**src/design/dmx_pkg.sv**
```systemverilog
`default_nettype none

package dmx_pkg;

   // Request and result field widths
   localparam int unsigned SMP_W      = 24;
   localparam int unsigned CH_W       = 6;
   localparam int unsigned CNT_W      = 7;
   localparam int unsigned OUT_W      = 16;

   // Gain registers, Q1.14
   localparam int unsigned GAIN_W     = 15;
   localparam int unsigned GAIN_COUNT = 8;
   localparam int unsigned GAIN_IDX_W = $clog2(GAIN_COUNT);
   localparam int unsigned CSR_IDX_W  = 4;

   localparam logic [GAIN_W-1:0] GAIN_RESET [GAIN_COUNT] = '{
      GAIN_W'(16384), GAIN_W'(16384), GAIN_W'(11585), GAIN_W'(0),
      GAIN_W'(11585), GAIN_W'(11585), GAIN_W'(11585), GAIN_W'(11585)
   };

   // Accumulation in Q.34 units
   localparam int unsigned UNIT_SHIFT = 14;
   localparam int unsigned ADD_W      = SMP_W + GAIN_W + 1;
   localparam int unsigned SUM_W      = 48;
   localparam int unsigned ONE_SHIFT  = 34;
   localparam logic [SUM_W-1:0] ONE_Q34 = SUM_W'(1) << ONE_SHIFT;

   // Output scaling
   localparam int unsigned CLAMP_W    = ONE_SHIFT + 1;
   localparam logic [GAIN_W-1:0] FULL_SCALE = GAIN_W'(32767);
   localparam int unsigned PROD_W     = CLAMP_W + GAIN_W;

   // Left and right lanes of the back part
   localparam int unsigned LANES      = 2;
   localparam int unsigned LANE_L     = 0;
   localparam int unsigned LANE_R     = 1;
   localparam int unsigned STEP_W     = $clog2(SUM_W);

   // Defaults of the top level parameters
   localparam int unsigned MAX_CHANNELS_DEF = 64;
   localparam int unsigned QUEUE_DEPTH_DEF  = 2;

   // Channel counts with a matrix or mono mapping
   localparam logic [CNT_W-1:0] CNT_MONO   = CNT_W'(1);
   localparam logic [CNT_W-1:0] CNT_STEREO = CNT_W'(2);
   localparam logic [CNT_W-1:0] CNT_5_1    = CNT_W'(6);
   localparam logic [CNT_W-1:0] CNT_7_1    = CNT_W'(8);

   // Matrix layout positions
   localparam logic [CH_W-1:0] CH_FL  = CH_W'(0);
   localparam logic [CH_W-1:0] CH_FR  = CH_W'(1);
   localparam logic [CH_W-1:0] CH_C   = CH_W'(2);
   localparam logic [CH_W-1:0] CH_LFE = CH_W'(3);
   localparam logic [CH_W-1:0] CH_SL  = CH_W'(4);
   localparam logic [CH_W-1:0] CH_SR  = CH_W'(5);
   localparam logic [CH_W-1:0] CH_BL  = CH_W'(6);
   localparam logic [CH_W-1:0] CH_BR  = CH_W'(7);

   typedef enum logic [1:0] {
      MODE_UNIT,
      MODE_MATRIX,
      MODE_AVG
   } dmx_mode_type;

   typedef enum logic [2:0] {
      BACK_IDLE,
      BACK_DIV,
      BACK_CLAMP,
      BACK_MUL,
      BACK_OUT
   } dmx_back_state_type;

   // One finished frame on its way from front to back
   typedef struct packed {
      logic signed [SUM_W-1:0] left_sum;
      logic signed [SUM_W-1:0] right_sum;
      logic                    avg;
      logic [CNT_W-1:0]        left_div;
      logic [CNT_W-1:0]        right_div;
   } dmx_frame_type;

endpackage

`default_nettype wire

```
**src/design/dmx_ifs.sv**
```systemverilog
`default_nettype none

interface dmx_req_if import dmx_pkg::*; ();
   logic                    valid;
   logic                    ready;
   logic signed [SMP_W-1:0] sample_value;
   logic [CH_W-1:0]         channel_index;
   logic [CNT_W-1:0]        channel_count;

   modport source (output valid, sample_value, channel_index, channel_count, input ready);
   modport sink (input valid, sample_value, channel_index, channel_count, output ready);
endinterface

interface dmx_rsp_if import dmx_pkg::*; ();
   logic                    valid;
   logic                    ready;
   logic signed [OUT_W-1:0] left_out;
   logic signed [OUT_W-1:0] right_out;

   modport source (output valid, left_out, right_out, input ready);
   modport sink (input valid, left_out, right_out, output ready);
endinterface

`default_nettype wire

```
**src/design/dmx_front.sv**
```systemverilog
`default_nettype none

module dmx_front import dmx_pkg::*; #(
   parameter int unsigned MAX_CHANNELS = MAX_CHANNELS_DEF
) (
   input  wire logic                 clock,
   input  wire logic                 reset,
   dmx_req_if.sink                   req,
   input  wire logic                 csr_we,
   input  wire logic [CSR_IDX_W-1:0] csr_index,
   input  wire logic [GAIN_W-1:0]    csr_wdata,
   output logic                      push,
   output dmx_frame_type             push_entry,
   input  wire logic                 queue_full
);

   logic [GAIN_W-1:0] gain_ff [GAIN_COUNT];

   logic                    s1_valid_ff, s1_valid_in;
   logic signed [ADD_W-1:0] s1_l_ff, s1_r_ff;
   logic                    s1_first_ff, s1_last_ff, s1_avg_ff;
   logic [CNT_W-1:0]        s1_nl_ff, s1_nr_ff;

   logic signed [SUM_W-1:0] sum_l_ff, sum_r_ff;
   logic signed [SUM_W-1:0] new_l, new_r;

   logic                    accept, item_ok, s1_adv;
   dmx_mode_type            mode;
   logic signed [SMP_W-1:0] smp;
   logic [CH_W-1:0]         ch;
   logic [CNT_W-1:0]        cnt;
   logic signed [GAIN_W:0]  gain_s;
   logic signed [ADD_W-1:0] unit, prod, add_l, add_r;

   always_ff @(posedge clock) begin
      if (reset) begin
         for (int i = 0; i < GAIN_COUNT; i++) begin
            gain_ff[i] <= GAIN_RESET[i];
         end
      end else if (csr_we && csr_index < CSR_IDX_W'(GAIN_COUNT)) begin
         gain_ff[csr_index[GAIN_IDX_W-1:0]] <= csr_wdata;
      end
   end

   assign smp = req.sample_value;
   assign ch  = req.channel_index;
   assign cnt = req.channel_count;

   assign item_ok = (cnt != '0) && ((CNT_W+1)'(cnt) <= (CNT_W+1)'(MAX_CHANNELS))
                    && (CNT_W'(ch) < cnt);

   assign unit   = {{(ADD_W-SMP_W-UNIT_SHIFT){smp[SMP_W-1]}}, smp, {UNIT_SHIFT{1'b0}}};
   assign gain_s = $signed({1'b0, gain_ff[ch[GAIN_IDX_W-1:0]]});
   assign prod   = smp * gain_s;

   always_comb begin
      unique case (cnt) inside
         CNT_MONO:                    mode = MODE_UNIT;
         CNT_STEREO, CNT_5_1, CNT_7_1: mode = MODE_MATRIX;
         default:                     mode = MODE_AVG;
      endcase
   end

   always_comb begin
      add_l = '0;
      add_r = '0;
      unique case (mode)
         MODE_UNIT: begin
            add_l = unit;
            add_r = unit;
         end
         MODE_MATRIX: begin
            unique case (ch) inside
               CH_FL, CH_SL, CH_BL: add_l = prod;
               CH_FR, CH_SR, CH_BR: add_r = prod;
               CH_C, CH_LFE: begin
                  add_l = prod;
                  add_r = prod;
               end
               default: ;
            endcase
         end
         default: begin
            if (ch[0]) add_r = unit;
            else       add_l = unit;
         end
      endcase
   end

   // Hold the staged request at frame end until the queue has room
   assign s1_adv    = s1_valid_ff && (!s1_last_ff || !queue_full);
   assign req.ready = !s1_valid_ff || s1_adv;
   assign accept    = req.valid && req.ready;

   always_comb begin
      if (accept && item_ok) s1_valid_in = 1'b1;
      else if (s1_adv)       s1_valid_in = 1'b0;
      else                   s1_valid_in = s1_valid_ff;
   end

   always_ff @(posedge clock) begin
      if (reset) begin
         s1_valid_ff <= 1'b0;
      end else begin
         s1_valid_ff <= s1_valid_in;
      end
   end

   always_ff @(posedge clock) begin
      if (accept) begin
         s1_l_ff     <= add_l;
         s1_r_ff     <= add_r;
         s1_first_ff <= (ch == '0);
         s1_last_ff  <= (CNT_W'(ch) + CNT_W'(1) == cnt);
         s1_avg_ff   <= (mode == MODE_AVG);
         s1_nl_ff    <= (cnt + CNT_W'(1)) >> 1;
         s1_nr_ff    <= cnt >> 1;
      end
   end

   // A frame start drops whatever the sums still hold
   assign new_l = (s1_first_ff ? '0 : sum_l_ff) + SUM_W'(s1_l_ff);
   assign new_r = (s1_first_ff ? '0 : sum_r_ff) + SUM_W'(s1_r_ff);

   always_ff @(posedge clock) begin
      if (reset) begin
         sum_l_ff <= '0;
         sum_r_ff <= '0;
      end else if (s1_adv) begin
         sum_l_ff <= s1_last_ff ? '0 : new_l;
         sum_r_ff <= s1_last_ff ? '0 : new_r;
      end
   end

   assign push                 = s1_adv && s1_last_ff;
   assign push_entry.left_sum  = new_l;
   assign push_entry.right_sum = new_r;
   assign push_entry.avg       = s1_avg_ff;
   assign push_entry.left_div  = s1_nl_ff;
   assign push_entry.right_div = s1_nr_ff;

`ifndef ASSERT_OFF
   a_sums_clear: assert property (@(posedge clock) disable iff (reset)
      push |=> (sum_l_ff == '0 && sum_r_ff == '0))
      else $error("sums not cleared after frame end");

   a_drop_bad: assert property (@(posedge clock) disable iff (reset)
      accept && !item_ok |=> !s1_valid_ff)
      else $error("ignored request entered the pipeline");
`endif

endmodule

`default_nettype wire

```
**src/design/dmx_fifo.sv**
```systemverilog
`default_nettype none

module dmx_fifo import dmx_pkg::*; #(
   parameter int unsigned DEPTH = QUEUE_DEPTH_DEF
) (
   input  wire logic          clock,
   input  wire logic          reset,
   input  wire logic          push,
   input  wire dmx_frame_type wr_entry,
   output logic               full,
   input  wire logic          pop,
   output dmx_frame_type      rd_entry,
   output logic               empty
);

   localparam int unsigned AW = (DEPTH > 1) ? $clog2(DEPTH) : 1;
   localparam int unsigned CW = $clog2(DEPTH + 1);

   dmx_frame_type   mem_ff [DEPTH];
   logic [AW-1:0]   wr_ptr_ff, rd_ptr_ff;
   logic [CW-1:0]   cnt_ff, cnt_in;

   assign full     = (cnt_ff == CW'(DEPTH));
   assign empty    = (cnt_ff == '0);
   assign rd_entry = mem_ff[rd_ptr_ff];

   always_comb begin
      cnt_in = cnt_ff;
      if (push && !pop)      cnt_in = cnt_ff + CW'(1);
      else if (pop && !push) cnt_in = cnt_ff - CW'(1);
   end

   always_ff @(posedge clock) begin
      if (reset) begin
         wr_ptr_ff <= '0;
         rd_ptr_ff <= '0;
         cnt_ff    <= '0;
      end else begin
         cnt_ff <= cnt_in;
         if (push) begin
            wr_ptr_ff <= (wr_ptr_ff == AW'(DEPTH - 1)) ? '0 : wr_ptr_ff + AW'(1);
         end
         if (pop) begin
            rd_ptr_ff <= (rd_ptr_ff == AW'(DEPTH - 1)) ? '0 : rd_ptr_ff + AW'(1);
         end
      end
   end

   always_ff @(posedge clock) begin
      if (push) begin
         mem_ff[wr_ptr_ff] <= wr_entry;
      end
   end

`ifndef ASSERT_OFF
   a_cnt_range: assert property (@(posedge clock) disable iff (reset)
      cnt_ff <= CW'(DEPTH))
      else $error("queue count out of range");

   a_cnt_step: assert property (@(posedge clock) disable iff (reset)
      push && !pop |=> cnt_ff == $past(cnt_ff) + CW'(1))
      else $error("queue count lost a push");
`endif

endmodule

`default_nettype wire

```
**src/design/dmx_div.sv**
```systemverilog
`default_nettype none

module dmx_div import dmx_pkg::*; (
   input  wire logic                         clock,
   input  wire logic                         reset,
   input  wire logic                         start,
   input  wire logic [LANES-1:0][SUM_W-1:0]  dvd,
   input  wire logic [LANES-1:0][CNT_W-1:0]  dvs,
   output logic                              done,
   output logic [LANES-1:0][SUM_W-1:0]       quo
);

   logic                            busy_ff, done_ff;
   logic [STEP_W-1:0]               step_ff;
   logic [LANES-1:0][SUM_W-1:0]     quo_ff, quo_nx;
   logic [LANES-1:0][CNT_W-1:0]     rem_ff, rem_nx, dvs_ff;
   logic [LANES-1:0][CNT_W:0]       trial, diff;
   logic [LANES-1:0]                fit;

   // One restoring step per lane: shift in the next dividend bit
   always_comb begin
      for (int i = 0; i < LANES; i++) begin
         trial[i]  = {rem_ff[i], quo_ff[i][SUM_W-1]};
         diff[i]   = trial[i] - {1'b0, dvs_ff[i]};
         fit[i]    = (trial[i] >= {1'b0, dvs_ff[i]});
         rem_nx[i] = fit[i] ? diff[i][CNT_W-1:0] : trial[i][CNT_W-1:0];
         quo_nx[i] = {quo_ff[i][SUM_W-2:0], fit[i]};
      end
   end

   always_ff @(posedge clock) begin
      if (reset) begin
         busy_ff <= 1'b0;
         done_ff <= 1'b0;
         step_ff <= '0;
      end else begin
         done_ff <= 1'b0;
         if (start) begin
            busy_ff <= 1'b1;
            step_ff <= '0;
         end else if (busy_ff) begin
            step_ff <= step_ff + STEP_W'(1);
            if (step_ff == STEP_W'(SUM_W - 1)) begin
               busy_ff <= 1'b0;
               done_ff <= 1'b1;
            end
         end
      end
   end

   always_ff @(posedge clock) begin
      if (start) begin
         quo_ff <= dvd;
         rem_ff <= '0;
         dvs_ff <= dvs;
      end else if (busy_ff) begin
         quo_ff <= quo_nx;
         rem_ff <= rem_nx;
      end
   end

   assign done = done_ff;
   assign quo  = quo_ff;

endmodule

`default_nettype wire

```
**src/design/dmx_back.sv**
```systemverilog
`default_nettype none

module dmx_back import dmx_pkg::*; (
   input  wire logic          clock,
   input  wire logic          reset,
   input  wire logic          queue_empty,
   input  wire dmx_frame_type head,
   output logic               pop,
   dmx_rsp_if.source          rsp
);

   dmx_back_state_type state_ff, state_in;

   logic                            div_start, div_done, out_load;
   logic [LANES-1:0][SUM_W-1:0]     div_dvd, div_quo;
   logic [LANES-1:0][CNT_W-1:0]     div_dvs;
   logic [LANES-1:0][SUM_W-1:0]     sum_abs;
   logic [LANES-1:0]                sum_neg;

   logic [LANES-1:0][SUM_W-1:0]     mag_ff;
   logic [LANES-1:0]                neg_ff;
   logic [LANES-1:0][CLAMP_W-1:0]   clamp_ff;
   logic [LANES-1:0][PROD_W-1:0]    prod_ff;
   logic [LANES-1:0][OUT_W-1:0]     out_val;
   logic signed [OUT_W-1:0]         out_ff [LANES];
   logic                            rsp_valid_ff;

   // Work on magnitudes so every truncation goes toward zero
   always_comb begin
      sum_neg[LANE_L] = head.left_sum[SUM_W-1];
      sum_neg[LANE_R] = head.right_sum[SUM_W-1];
      sum_abs[LANE_L] = sum_neg[LANE_L] ? ~head.left_sum + SUM_W'(1) : head.left_sum;
      sum_abs[LANE_R] = sum_neg[LANE_R] ? ~head.right_sum + SUM_W'(1) : head.right_sum;
   end

   assign div_dvd          = sum_abs;
   assign div_dvs[LANE_L]  = head.left_div;
   assign div_dvs[LANE_R]  = head.right_div;

   dmx_div u_div (
      .clock (clock),
      .reset (reset),
      .start (div_start),
      .dvd   (div_dvd),
      .dvs   (div_dvs),
      .done  (div_done),
      .quo   (div_quo)
   );

   always_ff @(posedge clock) begin
      if (reset) begin
         state_ff <= BACK_IDLE;
      end else begin
         state_ff <= state_in;
      end
   end

   always_comb begin
      state_in  = state_ff;
      pop       = 1'b0;
      div_start = 1'b0;
      out_load  = 1'b0;
      unique case (state_ff)
         BACK_IDLE: begin
            if (!queue_empty) begin
               pop = 1'b1;
               if (head.avg) begin
                  div_start = 1'b1;
                  state_in  = BACK_DIV;
               end else begin
                  state_in  = BACK_CLAMP;
               end
            end
         end
         BACK_DIV: begin
            if (div_done) state_in = BACK_CLAMP;
         end
         BACK_CLAMP: state_in = BACK_MUL;
         BACK_MUL:   state_in = BACK_OUT;
         BACK_OUT: begin
            if (!rsp_valid_ff || rsp.ready) begin
               out_load = 1'b1;
               state_in = BACK_IDLE;
            end
         end
         default: state_in = BACK_IDLE;
      endcase
   end

   always_comb begin
      for (int i = 0; i < LANES; i++) begin
         out_val[i] = neg_ff[i] ? ~prod_ff[i][ONE_SHIFT +: OUT_W] + OUT_W'(1)
                                : prod_ff[i][ONE_SHIFT +: OUT_W];
      end
   end

   always_ff @(posedge clock) begin
      if (pop) begin
         mag_ff <= sum_abs;
         neg_ff <= sum_neg;
      end else if (div_done) begin
         mag_ff <= div_quo;
      end
      for (int i = 0; i < LANES; i++) begin
         if (state_ff == BACK_CLAMP) begin
            clamp_ff[i] <= (mag_ff[i] > ONE_Q34) ? ONE_Q34[CLAMP_W-1:0]
                                                  : mag_ff[i][CLAMP_W-1:0];
         end
         if (state_ff == BACK_MUL) begin
            prod_ff[i] <= PROD_W'(clamp_ff[i]) * PROD_W'(FULL_SCALE);
         end
         if (out_load) begin
            out_ff[i] <= out_val[i];
         end
      end
   end

   always_ff @(posedge clock) begin
      if (reset) begin
         rsp_valid_ff <= 1'b0;
      end else if (out_load) begin
         rsp_valid_ff <= 1'b1;
      end else if (rsp.ready) begin
         rsp_valid_ff <= 1'b0;
      end
   end

   assign rsp.valid     = rsp_valid_ff;
   assign rsp.left_out  = out_ff[LANE_L];
   assign rsp.right_out = out_ff[LANE_R];

`ifndef ASSERT_OFF
   a_div_state: assert property (@(posedge clock) disable iff (reset)
      div_done |-> state_ff == BACK_DIV)
      else $error("divider finished outside the divide state");

   a_out_from_fsm: assert property (@(posedge clock) disable iff (reset)
      $rose(rsp_valid_ff) |-> $past(state_ff) == BACK_OUT)
      else $error("result raised outside the output state");
`endif

endmodule

`default_nettype wire

```
**src/design/multichannel_stereo_downmix_top.sv**
```systemverilog
`default_nettype none

// Stereo downmix of multichannel frames. Send one channel sample per request,
// in channel order, tagged with its index and the frame's channel count; the
// last channel of a frame yields one left/right result. The front takes one
// request per clock and accumulates, but holds a frame's last request while
// the frame queue is full; a finished frame goes through a small frame queue
// (QUEUE_DEPTH entries) to the back, which clamps and scales it. A mono or
// matrix frame (1, 2, 6, 8 channels) passes the clamp, multiply and output
// states; an averaged frame (any other count) first adds a 48-step bit-serial
// divide. Frames that arrive faster than the back finishes them fill the queue
// and the front holds requests; otherwise requests flow at one per clock.
// Gains are to be written through the csr port only while no frame is in
// flight; the block itself does not enforce this. A write with an index past
// the last gain is ignored.
module multichannel_stereo_downmix_top import dmx_pkg::*; #(
   parameter int unsigned MAX_CHANNELS = MAX_CHANNELS_DEF,
   parameter int unsigned QUEUE_DEPTH  = QUEUE_DEPTH_DEF
) (
   input  wire logic                 clock,
   input  wire logic                 reset,
   dmx_req_if.sink                   req_if,
   dmx_rsp_if.source                 rsp_if,
   input  wire logic                 csr_we,
   input  wire logic [CSR_IDX_W-1:0] csr_index,
   input  wire logic [GAIN_W-1:0]    csr_wdata
);

   logic          push, queue_full, pop, queue_empty;
   dmx_frame_type push_entry, head;

   dmx_front #(
      .MAX_CHANNELS (MAX_CHANNELS)
   ) u_front (
      .clock      (clock),
      .reset      (reset),
      .req        (req_if),
      .csr_we     (csr_we),
      .csr_index  (csr_index),
      .csr_wdata  (csr_wdata),
      .push       (push),
      .push_entry (push_entry),
      .queue_full (queue_full)
   );

   dmx_fifo #(
      .DEPTH (QUEUE_DEPTH)
   ) u_queue (
      .clock    (clock),
      .reset    (reset),
      .push     (push),
      .wr_entry (push_entry),
      .full     (queue_full),
      .pop      (pop),
      .rd_entry (head),
      .empty    (queue_empty)
   );

   dmx_back u_back (
      .clock       (clock),
      .reset       (reset),
      .queue_empty (queue_empty),
      .head        (head),
      .pop         (pop),
      .rsp         (rsp_if)
   );

endmodule

`default_nettype wire

```
**src/flat_wrapper.sv**
```systemverilog
// flat-port wrapper written by rule: the top's interface ports become plain ports
module multichannel_stereo_downmix_top_flat import dmx_pkg::*;
#(
   parameter int unsigned MAX_CHANNELS = MAX_CHANNELS_DEF,
   parameter int unsigned QUEUE_DEPTH  = QUEUE_DEPTH_DEF
)
  (clock, reset, csr_we, csr_index, csr_wdata, req_if_valid, req_if_sample_value, req_if_channel_index, req_if_channel_count, req_if_ready, rsp_if_valid, rsp_if_left_out, rsp_if_right_out, rsp_if_ready);
  dmx_req_if req_if_i ();
  dmx_rsp_if rsp_if_i ();
  input  wire logic clock;
  input  wire logic reset;
  input  wire logic csr_we;
  input  wire logic [CSR_IDX_W-1:0] csr_index;
  input  wire logic [GAIN_W-1:0] csr_wdata;
  input wire logic [$bits(req_if_i.valid)-1:0] req_if_valid;
  input wire logic [$bits(req_if_i.sample_value)-1:0] req_if_sample_value;
  input wire logic [$bits(req_if_i.channel_index)-1:0] req_if_channel_index;
  input wire logic [$bits(req_if_i.channel_count)-1:0] req_if_channel_count;
  output wire logic [$bits(req_if_i.ready)-1:0] req_if_ready;
  output wire logic [$bits(rsp_if_i.valid)-1:0] rsp_if_valid;
  output wire logic [$bits(rsp_if_i.left_out)-1:0] rsp_if_left_out;
  output wire logic [$bits(rsp_if_i.right_out)-1:0] rsp_if_right_out;
  input wire logic [$bits(rsp_if_i.ready)-1:0] rsp_if_ready;
  assign req_if_i.valid = req_if_valid;
  assign req_if_i.sample_value = req_if_sample_value;
  assign req_if_i.channel_index = req_if_channel_index;
  assign req_if_i.channel_count = req_if_channel_count;
  assign req_if_ready = req_if_i.ready;
  assign rsp_if_valid = rsp_if_i.valid;
  assign rsp_if_left_out = rsp_if_i.left_out;
  assign rsp_if_right_out = rsp_if_i.right_out;
  assign rsp_if_i.ready = rsp_if_ready;
  multichannel_stereo_downmix_top #(.MAX_CHANNELS(MAX_CHANNELS), .QUEUE_DEPTH(QUEUE_DEPTH)) u_core (.clock(clock), .reset(reset), .req_if(req_if_i), .rsp_if(rsp_if_i), .csr_we(csr_we), .csr_index(csr_index), .csr_wdata(csr_wdata));
endmodule
```
**config.mk**
```make
export PLATFORM = sky130hd
export DESIGN_NAME = multichannel_stereo_downmix_top_flat
export DESIGN_NICKNAME = d
export VERILOG_FILES = /design/src/design/dmx_pkg.sv /design/src/design/dmx_ifs.sv /design/src/design/dmx_front.sv /design/src/design/dmx_fifo.sv /design/src/design/dmx_div.sv /design/src/design/dmx_back.sv /design/src/design/multichannel_stereo_downmix_top.sv /design/src/flat_wrapper.sv
export SDC_FILE = /design/constraint.sdc
export NUM_CORES = 2
export LEC_CHECK = 0
export ABC_CLOCK_PERIOD_IN_PS = 10600
export BUFFER_PORTS_ARGS = -buffer_cell sky130_fd_sc_hd__buf_2
export CAP_MARGIN = 20
export CORE_ASPECT_RATIO = 1.2
export CORE_MARGIN = 8
export CORE_UTILIZATION = 40
export CTS_CLUSTER_DIAMETER = 30
export DETAILED_ROUTE_END_ITERATION = 8
export GPL_TIMING_DRIVEN = 0
export PLACE_DENSITY_LB_ADDON = 0.08
export SYNTH_ARGS = -nofsm -noshare
export SYNTH_HDL_FRONTEND = slang
export SYNTH_SLANG_ARGS = --single-unit
```
**constraint.sdc**
```tcl
create_clock -name clock -period 10.6 [get_ports clock]
set_input_delay 0.53 -clock clock [delete_from_list [all_inputs] [get_ports clock]]
set_output_delay 0.53 -clock clock [all_outputs]
set_load 0.005 [all_outputs]
```
==> reports/qor.yml <==
sta:
  drv_slew: 0
  fin_crit_sh: 0.952
  fin_crit_ns: 10.09
  max_freq_mhz: 99.1
  setup_slack_ns: 0.512
  finClkSkew_ns: 0.0850
  max_slew_margin: 0.239
  tightest_slew_ns: 1.14
  final_hold_viol_count: 0
  rsz0062_at_grt: "no"
  setup_viol: 0
routing:
  ant_nets: 0
  drcViolationCount: 0
  dr.first_iter.drc_count: 2582
  viasPerCell: 4.97
  wire_per_inst_um: 20.4
  dr.pass1.iters: 5
  vias: 49600
  drt-total-wl_mm: 204
logic_synthesis:
  synth_most_common_cell: "inv_1"
  yosys_warnings: 0
  synth-simple-area-share: 0.126
  ys_seq_area_frac: 0.343
  netlist_area_um2: 75100
  synth_top_area_share: 0.309
  synth.area.mux_share: 0.0296
  synth_compound_area_frac: 0.0861
  ys_types: 101
  synth.top_cells.by_count: "1195 x inv_1, 878 x fa_1, 804 x nand2_1"
  synthTopCellsByArea: "edfxtp_1 31%, fa_1 23%, ha_1 7.1%"
  ys_async_sr_fraction: 0
  synth-edff-count: 773
  synth_top_cell_by_area: "edfxtp_1"
  synth_nets: 8404
  synthCells: 7038
  synth_xor_area_frac: 0.0367
  synth-seq-cells: 901
  dominantRegCellSynth: "edfxtp_1"
  synth.avg_cell_area_um2: 10.7
  synth_top_family_by_area: "adder cells"
  synth_fa_ha_area_frac: 0.305
critical_path:
  arrival_ns: 10.57
  critPathCaptureType: "flip-flop"
  critPathBufInv: 7
  cpLargestDelayFamily: "adder cells"
  worst-path-stages: 28
  start_kind: "input port"
  ff2ff_setup_slack_ns: 1.11
  crit_top_cell: "fa_1"
  criticalPathCategory: "in -> reg"
  cp_max_fo: 10
  critPathMaxStageDelay_ns: 0.70
  slowest_stage: "clkbuf_1"
  worstPathRequired_ns: 11.08
  rr_startpoint: "u_core.u_front.gain_ff[2][4]"
  rr_worst_depth: 25
  timing.rr.end: "u_core.u_front.s1_l_ff[39]"
global_routing:
  antenna_found_initial: 1
  grtUsageTotal: 0.201
  grt-ovfl-total: 0
  grt_pass1_vias: 53400
  grt_max_degree: 72
  grt_pass1_wl_mm: 315
flow_run:
  cap_viol_max_count: 0
floorplanning:
  die_area_um2: 202000
  core_um2: 187000
  dieWidth_um: 412
  placementRows: 174
  ios: 95
  start_util: 0.402
  fp.dieH_um: 491
clock_tree:
  max-clock-path-buffers: 3
  clock-sinks: 901
  cts-buffers-inserted: 185
  path_clk_slew_ns: 0.05
  cts_root_buffer: "clkbuf_16"
  cts_tree: "yes"
  htreeDepth: 4
  insertion_delay_ns: 0.85
placed_design:
  gp_congestion: 0.882
  place_ws_ns: -1.01
  dp_cells: 9623
  hpwl_mm: 169
  placed_area_um2: 79200
  io_buffer_count: 93
run_status:
  status: "finished, final reports clean"
layout:
  post-route-cell-area_um2: 86000
  final_layout_size_suffix_gt1_frac: 0.0794
  multi_input_area_um2: 43900
  area_delta_synth_final_pct: 14.6
  seq_area_um2: 25800
  instances_no_fill: 9982
  fillerInstances: 17600
  final_nets: 8719
hold_path:
  min_to: "u_core.u_front.gain_ff[0][14]"
  min_from: "csr_wdata[14]"
  hold_path_class: "in -> reg"
  whs_path_depth: 2
worst max path at each step:
stage,from,to,slack [ns]
6_report,req_if_channel_index[1],u_core.u_front.s1_l_ff[39],0.51
5_1_grt,req_if_channel_index[0],u_core.u_front.s1_l_ff[39],0.04
4_1_cts,req_if_channel_index[0],u_core.u_front.s1_l_ff[39],0.20
3_5_place_dp,req_if_channel_index[0],u_core.u_front.s1_l_ff[39],-1.01
3_3_place_gp,req_if_channel_index[0],u_core.u_front.s1_l_ff[39],-1.01
2_1_floorplan,req_if_channel_index[0],u_core.u_front.s1_l_ff[37],1.98
layer usage:
metal	vias to the layer above	routed length, um	global-route usage
li1	23900	-	-
met1	24600	85400	0.244
met2	815	104000	0.361
met3	333	5310	0.0236
met4	0	8960	0.0816
met5	-	0	0
flip-flops by register name, indices dropped and copies added (netlist names), 2 cells and up, named ones only:
register / flops
u_core.u_back.u_div.quo: 96
u_core.u_front.gain_ff: 120
u_core.u_queue.mem_ff: 218
u_core.u_queue.cnt_ff: 2
u_core.u_back.u_div.rem_ff: 14
u_core.u_front.s1_nr_ff: 6
u_core.u_front.s1_l_ff: 40
u_core.u_front.sum_l_ff: 48
u_core.u_back.prod_ff: 32
u_core.u_back.mag_ff: 96
u_core.u_back.clamp_ff: 70
u_core.u_back.u_div.dvs_ff: 12
u_core.u_back.out_ff: 32
u_core.u_front.s1_r_ff: 40
u_core.u_front.s1_nl_ff: 6
u_core.u_back.state_ff: 3
u_core.u_front.sum_r_ff: 48
u_core.u_back.u_div.step_ff: 6
u_core.u_back.neg_ff: 2
cells by family (layout without fill, tap and decap cells):
logic type,count (synthesis),in the layout
buffers and inverters,1447,1925
multiplexers,176,176
flip-flops,901,901
adder cells (fa/ha/maj),1305,1305
AND/OR/NAND/NOR,1927,1927
XOR/XNOR,315,315
other,0,2
AO/OA/AOI/OAI,967,967
cell type report:
cell class	instances	share of cell area
repair buffers	128	0.0120
inverters	1198	0.0523
diodes	2	0.0000582
well taps	2464	0.0358
flip-flops and latches	901	0.300
clock buffers	212	0.0556
multi-input cells	4690	0.510
clock inverters	138	0.0227
plain buffers	249	0.0121
through the flow:
step	hold slack (ns)	setup TNS [ns]	utilization
after global routing	0.0156	0	0.460
after CTS	0.000438	0	0.460
final	0.0492	0	0.460
after detailed placement	0.437	-10.97	0.424
after global placement	0.428	-11.83	0.421
after floorplan	0.421	0	-
cell usage in the layout, fill, tap and decap left out, drive strengths merged, types with 59 or more instances in the layout:
master  count
a21o      137
a21oi     229
a22o       81
and2      227
buf       150
clkbuf    432
clkinv     71
dfxtp     128
edfxtp    773
fa        878
ha        427
inv      1210
mux2       59
mux2i      87
nand2     804
nand3      73
nor2      256
nor2b     236
nor3       60
o21ai     193
xnor2     194
xor2      121
timing repair:
action | 4_1_cts | 5_1_grt
endpoints found under the hold margin | 9 | 0
buffers inserted | 0 | 0
endpoints found under the setup margin | 4 | 4
hold buffers | 6 | 0
resized for setup | 2 | 1
Power is not shown: default switching activity piles up to over one toggle a cycle in this logic, so the estimate is an artifact.
